===== config.mk =====
export PLATFORM = sky130hd
export DESIGN_NAME = pef_isqrt
export DESIGN_NICKNAME = d
export VERILOG_FILES = /design/src/pef_pkg.sv /design/src/pef_isqrt.sv
export VERILOG_INCLUDE_DIRS = /design/src /design/src/src
export SDC_FILE = /design/constraint.sdc
export NUM_CORES = 1
export LEC_CHECK = 0
export ABC_AREA = 1
export BUFFER_PORTS_ARGS = -buffer_cell sky130_fd_sc_hd__buf_2
export CORE_MARGIN = 2
export CORE_UTILIZATION = 36
export CTS_CLUSTER_SIZE = 20
export DETAILED_ROUTE_END_ITERATION = 6
export MAX_ROUTING_LAYER = met4
export PLACE_DENSITY = 0.58
export SYNTH_ARGS = -nofsm -noshare
export SYNTH_HDL_FRONTEND = slang
export SYNTH_SLANG_ARGS = --single-unit

===== constraint.sdc =====
create_clock -name clk -period 4.3 [get_ports clk]
set_clock_uncertainty 0.2 [all_clocks]
set_input_delay 0 -clock clk [delete_from_list [all_inputs] [get_ports clk]]
set_output_delay 0 -clock clk [all_outputs]
set_load 0.05 [all_outputs]

===== src/prewitt_edge_magnitude_filter_macros.svh =====
// Assertion macros shared by the edge filter modules.
// Each use expects clk and rst in scope.
`ifndef PREWITT_EDGE_MAGNITUDE_FILTER_MACROS_SVH
`define PREWITT_EDGE_MAGNITUDE_FILTER_MACROS_SVH

// consequence in the same cycle
`define PEF_ASSERT_NOW(lbl, ante, cons, msg) \
  lbl: assert property (@(posedge clk) disable iff (rst) (ante) |-> (cons)) \
    else $error(msg);

// consequence in the following cycle
`define PEF_ASSERT_NEXT(lbl, ante, cons, msg) \
  lbl: assert property (@(posedge clk) disable iff (rst) (ante) |=> (cons)) \
    else $error(msg);

`endif


===== src/pef_pkg.sv =====
// Shared types, constants and elaboration-time tables for the edge filter.
// No dependencies.
package pef_pkg;

  localparam int MAX_WIDTH = 4096;
  localparam int COL_W     = $clog2(MAX_WIDTH);
  localparam int CNT_W     = COL_W + 1;
  localparam int WID_W     = 13;
  localparam int HGT_W     = 16;
  localparam int ROW_W     = HGT_W + 1;
  localparam int OWED_W    = $clog2(MAX_WIDTH + 2);
  localparam int LUMA_W    = 24;
  localparam int LINE_W    = 2 * LUMA_W;
  localparam int GSUM_W    = LUMA_W + 2;
  localparam int SQ_W      = 2 * GSUM_W;
  localparam int ROOT_W    = GSUM_W + 1;
  localparam int RAD_W     = 2 * ROOT_W;
  localparam int MAG_SHIFT = 8;
  localparam int MAG_W     = ROOT_W - MAG_SHIFT;
  localparam int THR_W     = 13;
  localparam int LEVEL_W   = 8;
  localparam int CFG_IDX_W = 1;
  localparam int CFG_W     = 16;

  localparam int SAT_MAG = 4437;
  localparam longint unsigned E_INV_Q32 = 64'd1580030169;

  localparam logic [15:0] LUMA_WR = 16'd13933;
  localparam logic [15:0] LUMA_WG = 16'd46871;
  localparam logic [15:0] LUMA_WB = 16'd4732;

  localparam logic CMD_PIXEL = 1'b0;
  localparam logic CMD_FLUSH = 1'b1;

  typedef enum logic [CFG_IDX_W-1:0] {
    CFG_WIDTH  = 1'b0,
    CFG_HEIGHT = 1'b1
  } pef_cfg_idx_t;

  typedef struct packed {
    logic       command;
    logic [7:0] red;
    logic [7:0] green;
    logic [7:0] blue;
  } pef_in_t;

  typedef struct packed {
    logic [7:0] edge_res;
    logic       last;
  } pef_out_t;

  typedef struct packed {
    logic busy;
    logic done;
  } pef_unit_st_t;

  typedef logic [2:0][2:0][LUMA_W-1:0] pef_win_t;

  function automatic logic [LUMA_W-1:0] luma(input logic [7:0] r, input logic [7:0] g,
                                             input logic [7:0] b);
    logic [LUMA_W-1:0] pr, pg, pb;
    pr = LUMA_W'(LUMA_WR) * LUMA_W'(r);
    pg = LUMA_W'(LUMA_WG) * LUMA_W'(g);
    pb = LUMA_W'(LUMA_WB) * LUMA_W'(b);
    return pr + pg + pb;
  endfunction

  // restoring shift-subtract quotient, quotient known to fit in qbits
  function automatic longint unsigned udiv_c(input longint unsigned a,
                                             input longint unsigned b, input int qbits);
    longint unsigned rem, q;
    int i;
    rem = a;
    q = 64'd0;
    for (i = qbits - 1; i >= 0; i--) begin
      if (rem >= (b << i)) begin
        rem = rem - (b << i);
        q = q | (64'd1 << i);
      end
    end
    return q;
  endfunction

  // smallest magnitude reaching each level of floor(255 * sigmoid(M / 256))
  function automatic logic [255:0][THR_W-1:0] build_level_thr();
    logic [255:0][THR_W-1:0] thr;
    longint unsigned ef [256];
    longint unsigned sum, term, y, lvl;
    int f, n, m, i, k;
    thr = '0;
    for (f = 0; f < 256; f++) begin
      sum = 64'd1 << 32;
      term = 64'd1 << 32;
      for (n = 1; n <= 20; n++) begin
        term = udiv_c((term * 64'(f)) >> 8, 64'(n), 41);
        if ((n & 1) != 0) sum = sum - term;
        else sum = sum + term;
      end
      ef[f] = sum;
    end
    k = 0;
    for (m = 0; m < SAT_MAG; m++) begin
      y = ef[m & 255];
      for (i = 0; i < (m >> 8); i++) y = (y * E_INV_Q32) >> 32;
      lvl = udiv_c(64'd255 << 32, (64'd1 << 32) + y, 9);
      if (lvl > 64'd255) lvl = 64'd255;
      while (k < 256 && k <= int'(lvl)) begin
        thr[k] = THR_W'(m);
        k++;
      end
    end
    while (k < 256) begin
      thr[k] = THR_W'(SAT_MAG);
      k++;
    end
    return thr;
  endfunction

  localparam logic [255:0][THR_W-1:0] LEVEL_THR = build_level_thr();

endpackage


===== src/pef_isqrt.sv =====
// Integer square root, two radicand bits per cycle.
// Depends on pef_pkg and the macro header.
`include "prewitt_edge_magnitude_filter_macros.svh"
module pef_isqrt (
  input  logic                      clk,
  input  logic                      rst,
  input  logic                      start,
  input  logic [pef_pkg::RAD_W-1:0] radicand,
  output pef_pkg::pef_unit_st_t     status,
  output logic [pef_pkg::ROOT_W-1:0] root
);
  import pef_pkg::*;

  localparam int REM_W = ROOT_W + 2;
  localparam int CT_W  = $clog2(ROOT_W);

  logic [RAD_W-1:0] rad;
  logic [REM_W-1:0] rem;
  logic [CT_W-1:0]  cnt;
  logic [REM_W-1:0] rem_sh, trial;
  logic             fits;

  assign rem_sh = {rem[REM_W-3:0], rad[RAD_W-1 -: 2]};
  assign trial  = {root, 2'b01};
  assign fits   = rem_sh >= trial;

  always_ff @(posedge clk) begin
    if (rst) begin
      status <= '0;
    end else begin
      status.done <= 1'b0;
      if (start && !status.busy) begin
        status.busy <= 1'b1;
      end else if (status.busy && cnt == CT_W'(ROOT_W - 1)) begin
        status.busy <= 1'b0;
        status.done <= 1'b1;
      end
    end
  end

  always_ff @(posedge clk) begin
    if (start && !status.busy) begin
      rad  <= radicand;
      rem  <= '0;
      root <= '0;
      cnt  <= '0;
    end else if (status.busy) begin
      rad  <= {rad[RAD_W-3:0], 2'b00};
      rem  <= fits ? rem_sh - trial : rem_sh;
      root <= {root[ROOT_W-2:0], fits};
      cnt  <= cnt + 1'b1;
    end
  end

  `PEF_ASSERT_NEXT(a_sqrt_start, start && !status.busy, status.busy, "root unit did not start")
  `PEF_ASSERT_NEXT(a_sqrt_done, status.done, !status.busy, "root unit busy after done")
  `PEF_ASSERT_NOW(a_sqrt_rem, status.busy, rem <= {root, 1'b0}, "root remainder too large")

endmodule


==> results.toml <==
[outcome]
outcome = "finished clean"

[timing]
fin_crit_sh = 0.6722
timing.fmax_ghz = 0.3460
fin_ws_ns = 1.410
worst_pin_slew_ns = 1.201
rsz0062_at_grt = "false"
setup_tns_ns = 0
hold_violations = 0
fin_crit_ns = 2.890
max_slew_margin = 0.1966
slew_viol_final = 0
setup_viol_count_final = 0

[clock_network]
cts_tree = "done"
path_clk_slew_ns = 0.07
insertion_delay_ns = 0.43
cts-root-buf = "clkbuf_16"
cts_resized = 0
numCtsBuffers = 17
h-tree-depth = 4
clkSinkCount = 115
cts.path.max_buffers = 2
cts_setup_buffers = 0

[floorplan]
io_pins = 86
dieArea_um2 = 19760
rows = 49
die_h_um = 140.6
initial_core_util = 0.3700
core_area_um2 = 18150
die_w_um = 140.6

[setup_path]
critPathKind = "register to register"
r2r_setup_slack_ns = 1.41
crit_start = "root[15]"
start_kind = "register"
crit_required_ns = 4.41
path_max_fanout = 12
r2r-end = "rem[6]"
cp-end-kind = "register"
worstPathArrival_ns = 3.00
r2r-start = "root[15]"
r2r.worst_path.cells = 12

[routing]
dr.pass1.iters = 5
vias = 6327
via_per_inst = 4.800
drc = 0
ant_nets = 0
wl_per_cell_um = 13.90
drt-initial-drc-count = 428
wirelength_mm = 18.32

[cells_and_area]
drive_gt1_frac = 0.1460
diodes = 0
layout.nets = 1164
mostFrequentLayoutCell = "nand2_1"
layout_common_cells = "nand2_1, inv_1, buf_2"
area_growth_pct = 26.22

[power]
seq_power_share = 0.246
clkPwrFrac = 0.231
vdd_drop_max_v = 0.0003710
p_sw_frac = 0.4644
p_comb_frac = 0.524
switchingPower_mw = 2.751
leakage_nw = 4.237
p_int_mw = 3.173
p_per_area_nw_per_um2 = 699.0

[logic_synthesis]
synth_top_flop_cell = "dfxtp_1"
netlist_instances = 935
synth_top_area_share = 0.2415
synth_nets = 1023
avgSynthCellArea_um2 = 7.182
ys_types = 39
synth_edf_count = 54
synth_warnings = 0
synthTopCellsByArea = "edfxtp_1, nand2_1, dfxtp_1, inv_1, ha_1"
syn-cell-area_um2 = 6715
ys_async_sr_fraction = 0
yosysTopAreaCell = "edfxtp_1"
synth_seq_cells = 115
synth_seq_area_share = 0.4233

[placement]
io_buffer_count = 85
place.gp.congestion = 0.9676
dp_slack_ns = 1.618
hpwlAfterDp_mm = 12.37

[grt]
grt-ovfl-total = 0
grt_first_pass_wirelength_mm = 30.86
grt_max_degree = 57
grt.total_usage = 0.2014
antenna_found_initial = 0
grt_pass1_vias = 6112

[worst_hold_path]
hold_start = "rst"
holdPathEnd = "status[0]"
min_path_cells = 3
hold_class = "input pin to register"

[run]
maxCapViolations = 0
-- metal layers --
layer	GRT usage	part of all wire	vias to the layer above
met5	-	0	-
met4	0.05842	0.014	0
met3	0.03906	0.053	20
met2	0.3230	0.46	168
met1	0.2610	0.47	2854
li1	-	-	3285
-- state kept, by name (all words and copies together) (netlist names) --
signal and flops:
rad 54, status 2, rem 27, root 27, cnt 5
-- layout make-up --
cell class	count	area, um2
clock inverter	15	135.1
inverter	121	455.4
timing repair buffer	150	1056
tap	229	286.5
fill	1840	9672
sequential	115	2843
clock buffer	17	425.4
multi-input combinational	671	3274
-- repair_timing --
item / CTS / global route
hold endpoints to repair: 78 / 0
setup endpoints to repair: 0 / 0
hold buffers: 57 / 0
-- critical path, cell delays in order (launching register included) --
cell,delay (ns)
dfxtp_1,0.33
inv_1,0.08
ha_1,0.38
nand2_1,0.16
nor2_1,0.11
nand2_1,0.09
nor2_1,0.05
nand2_1,0.06
nand2_1,0.04
nor2_1,0.89
nand3_1,0.18
nand3_1,0.14
o21ai_1,0.07
-- worst max-delay path by stage --
| stage | endpoint | slack (ns) | cells after the start |
|---|---|---|---|
| 3_5_place_dp | rem[19] | 1.62 | 11 |
| 6_report | rem[6] | 1.41 | 12 |
| 4_1_cts | rem[19] | 1.60 | 11 |
| 2_1_floorplan | rad[0] | 0.87 | 4 |
| 3_3_place_gp | rem[19] | 1.59 | 11 |
| 5_1_grt | rem[14] | 1.21 | 12 |
-- synth_stat cells, types with 3 or more instances --
cell type	n
buf_2	4
o21ai_1	8
nand2_2	5
xnor2_1	10
nand3b_1	7
edfxtp_1	54
buf_1	5
o21bai_1	4
nand3_1	61
nand2_1	387
o21ai_2	5
nor2_1	50
clkbuf_1	14
ha_1	31
nor2_4	3
nand4_1	13
clkinv_1	3
a21oi_1	25
o22ai_1	27
buf_6	4
dfxtp_1	61
inv_1	117
nor2_2	14
o21ai_0	4
nor3_1	4
-- power groups by stage --
stage / clock network [mW] / logic (mW) / registers (mW)
2_1_floorplan: 0 / 2.41 / 1.48
3_3_place_gp: 0 / 3.02 / 1.47
3_5_place_dp: 0 / 3.01 / 1.48
4_1_cts: 1.39 / 3.07 / 1.45
5_1_grt: 1.43 / 3.53 / 1.48
6_report: 1.37 / 3.10 / 1.46
-- kinds of logic (layout without fill, tap and decap cells) --
family	count (synthesis)	count (layout)	share of synthesized area
flops	115	115	0.4233
compound gates	77	77	0.06820
xor+xnor	12	12	0.01565
buf+inv	149	303	0.09018
simple gates	551	551	0.3449
fa+ha+maj	31	31	0.05776
-- stage by stage --
| stage | hold slack [ns] | util | total power, mW | cells | cell area, um2 |
|---|---|---|---|---|---|
| floorplan | -0.1210 | - | 3.888 | 935 | 6715 |
| CTS | 0.07460 | 0.4670 | 5.920 | 1318 | 8476 |
| finish | 0.08821 | 0.4670 | 5.924 | 1318 | 8476 |
| global placement | -0.004747 | 0.4047 | 4.499 | 1229 | 7345 |
| detailed placement | -0.0003081 | 0.4047 | 4.490 | 1229 | 7345 |
| global route | 0.1294 | 0.4670 | 6.438 | 1318 | 8476 |
Note: power is estimated with default switching activity, not from simulation.
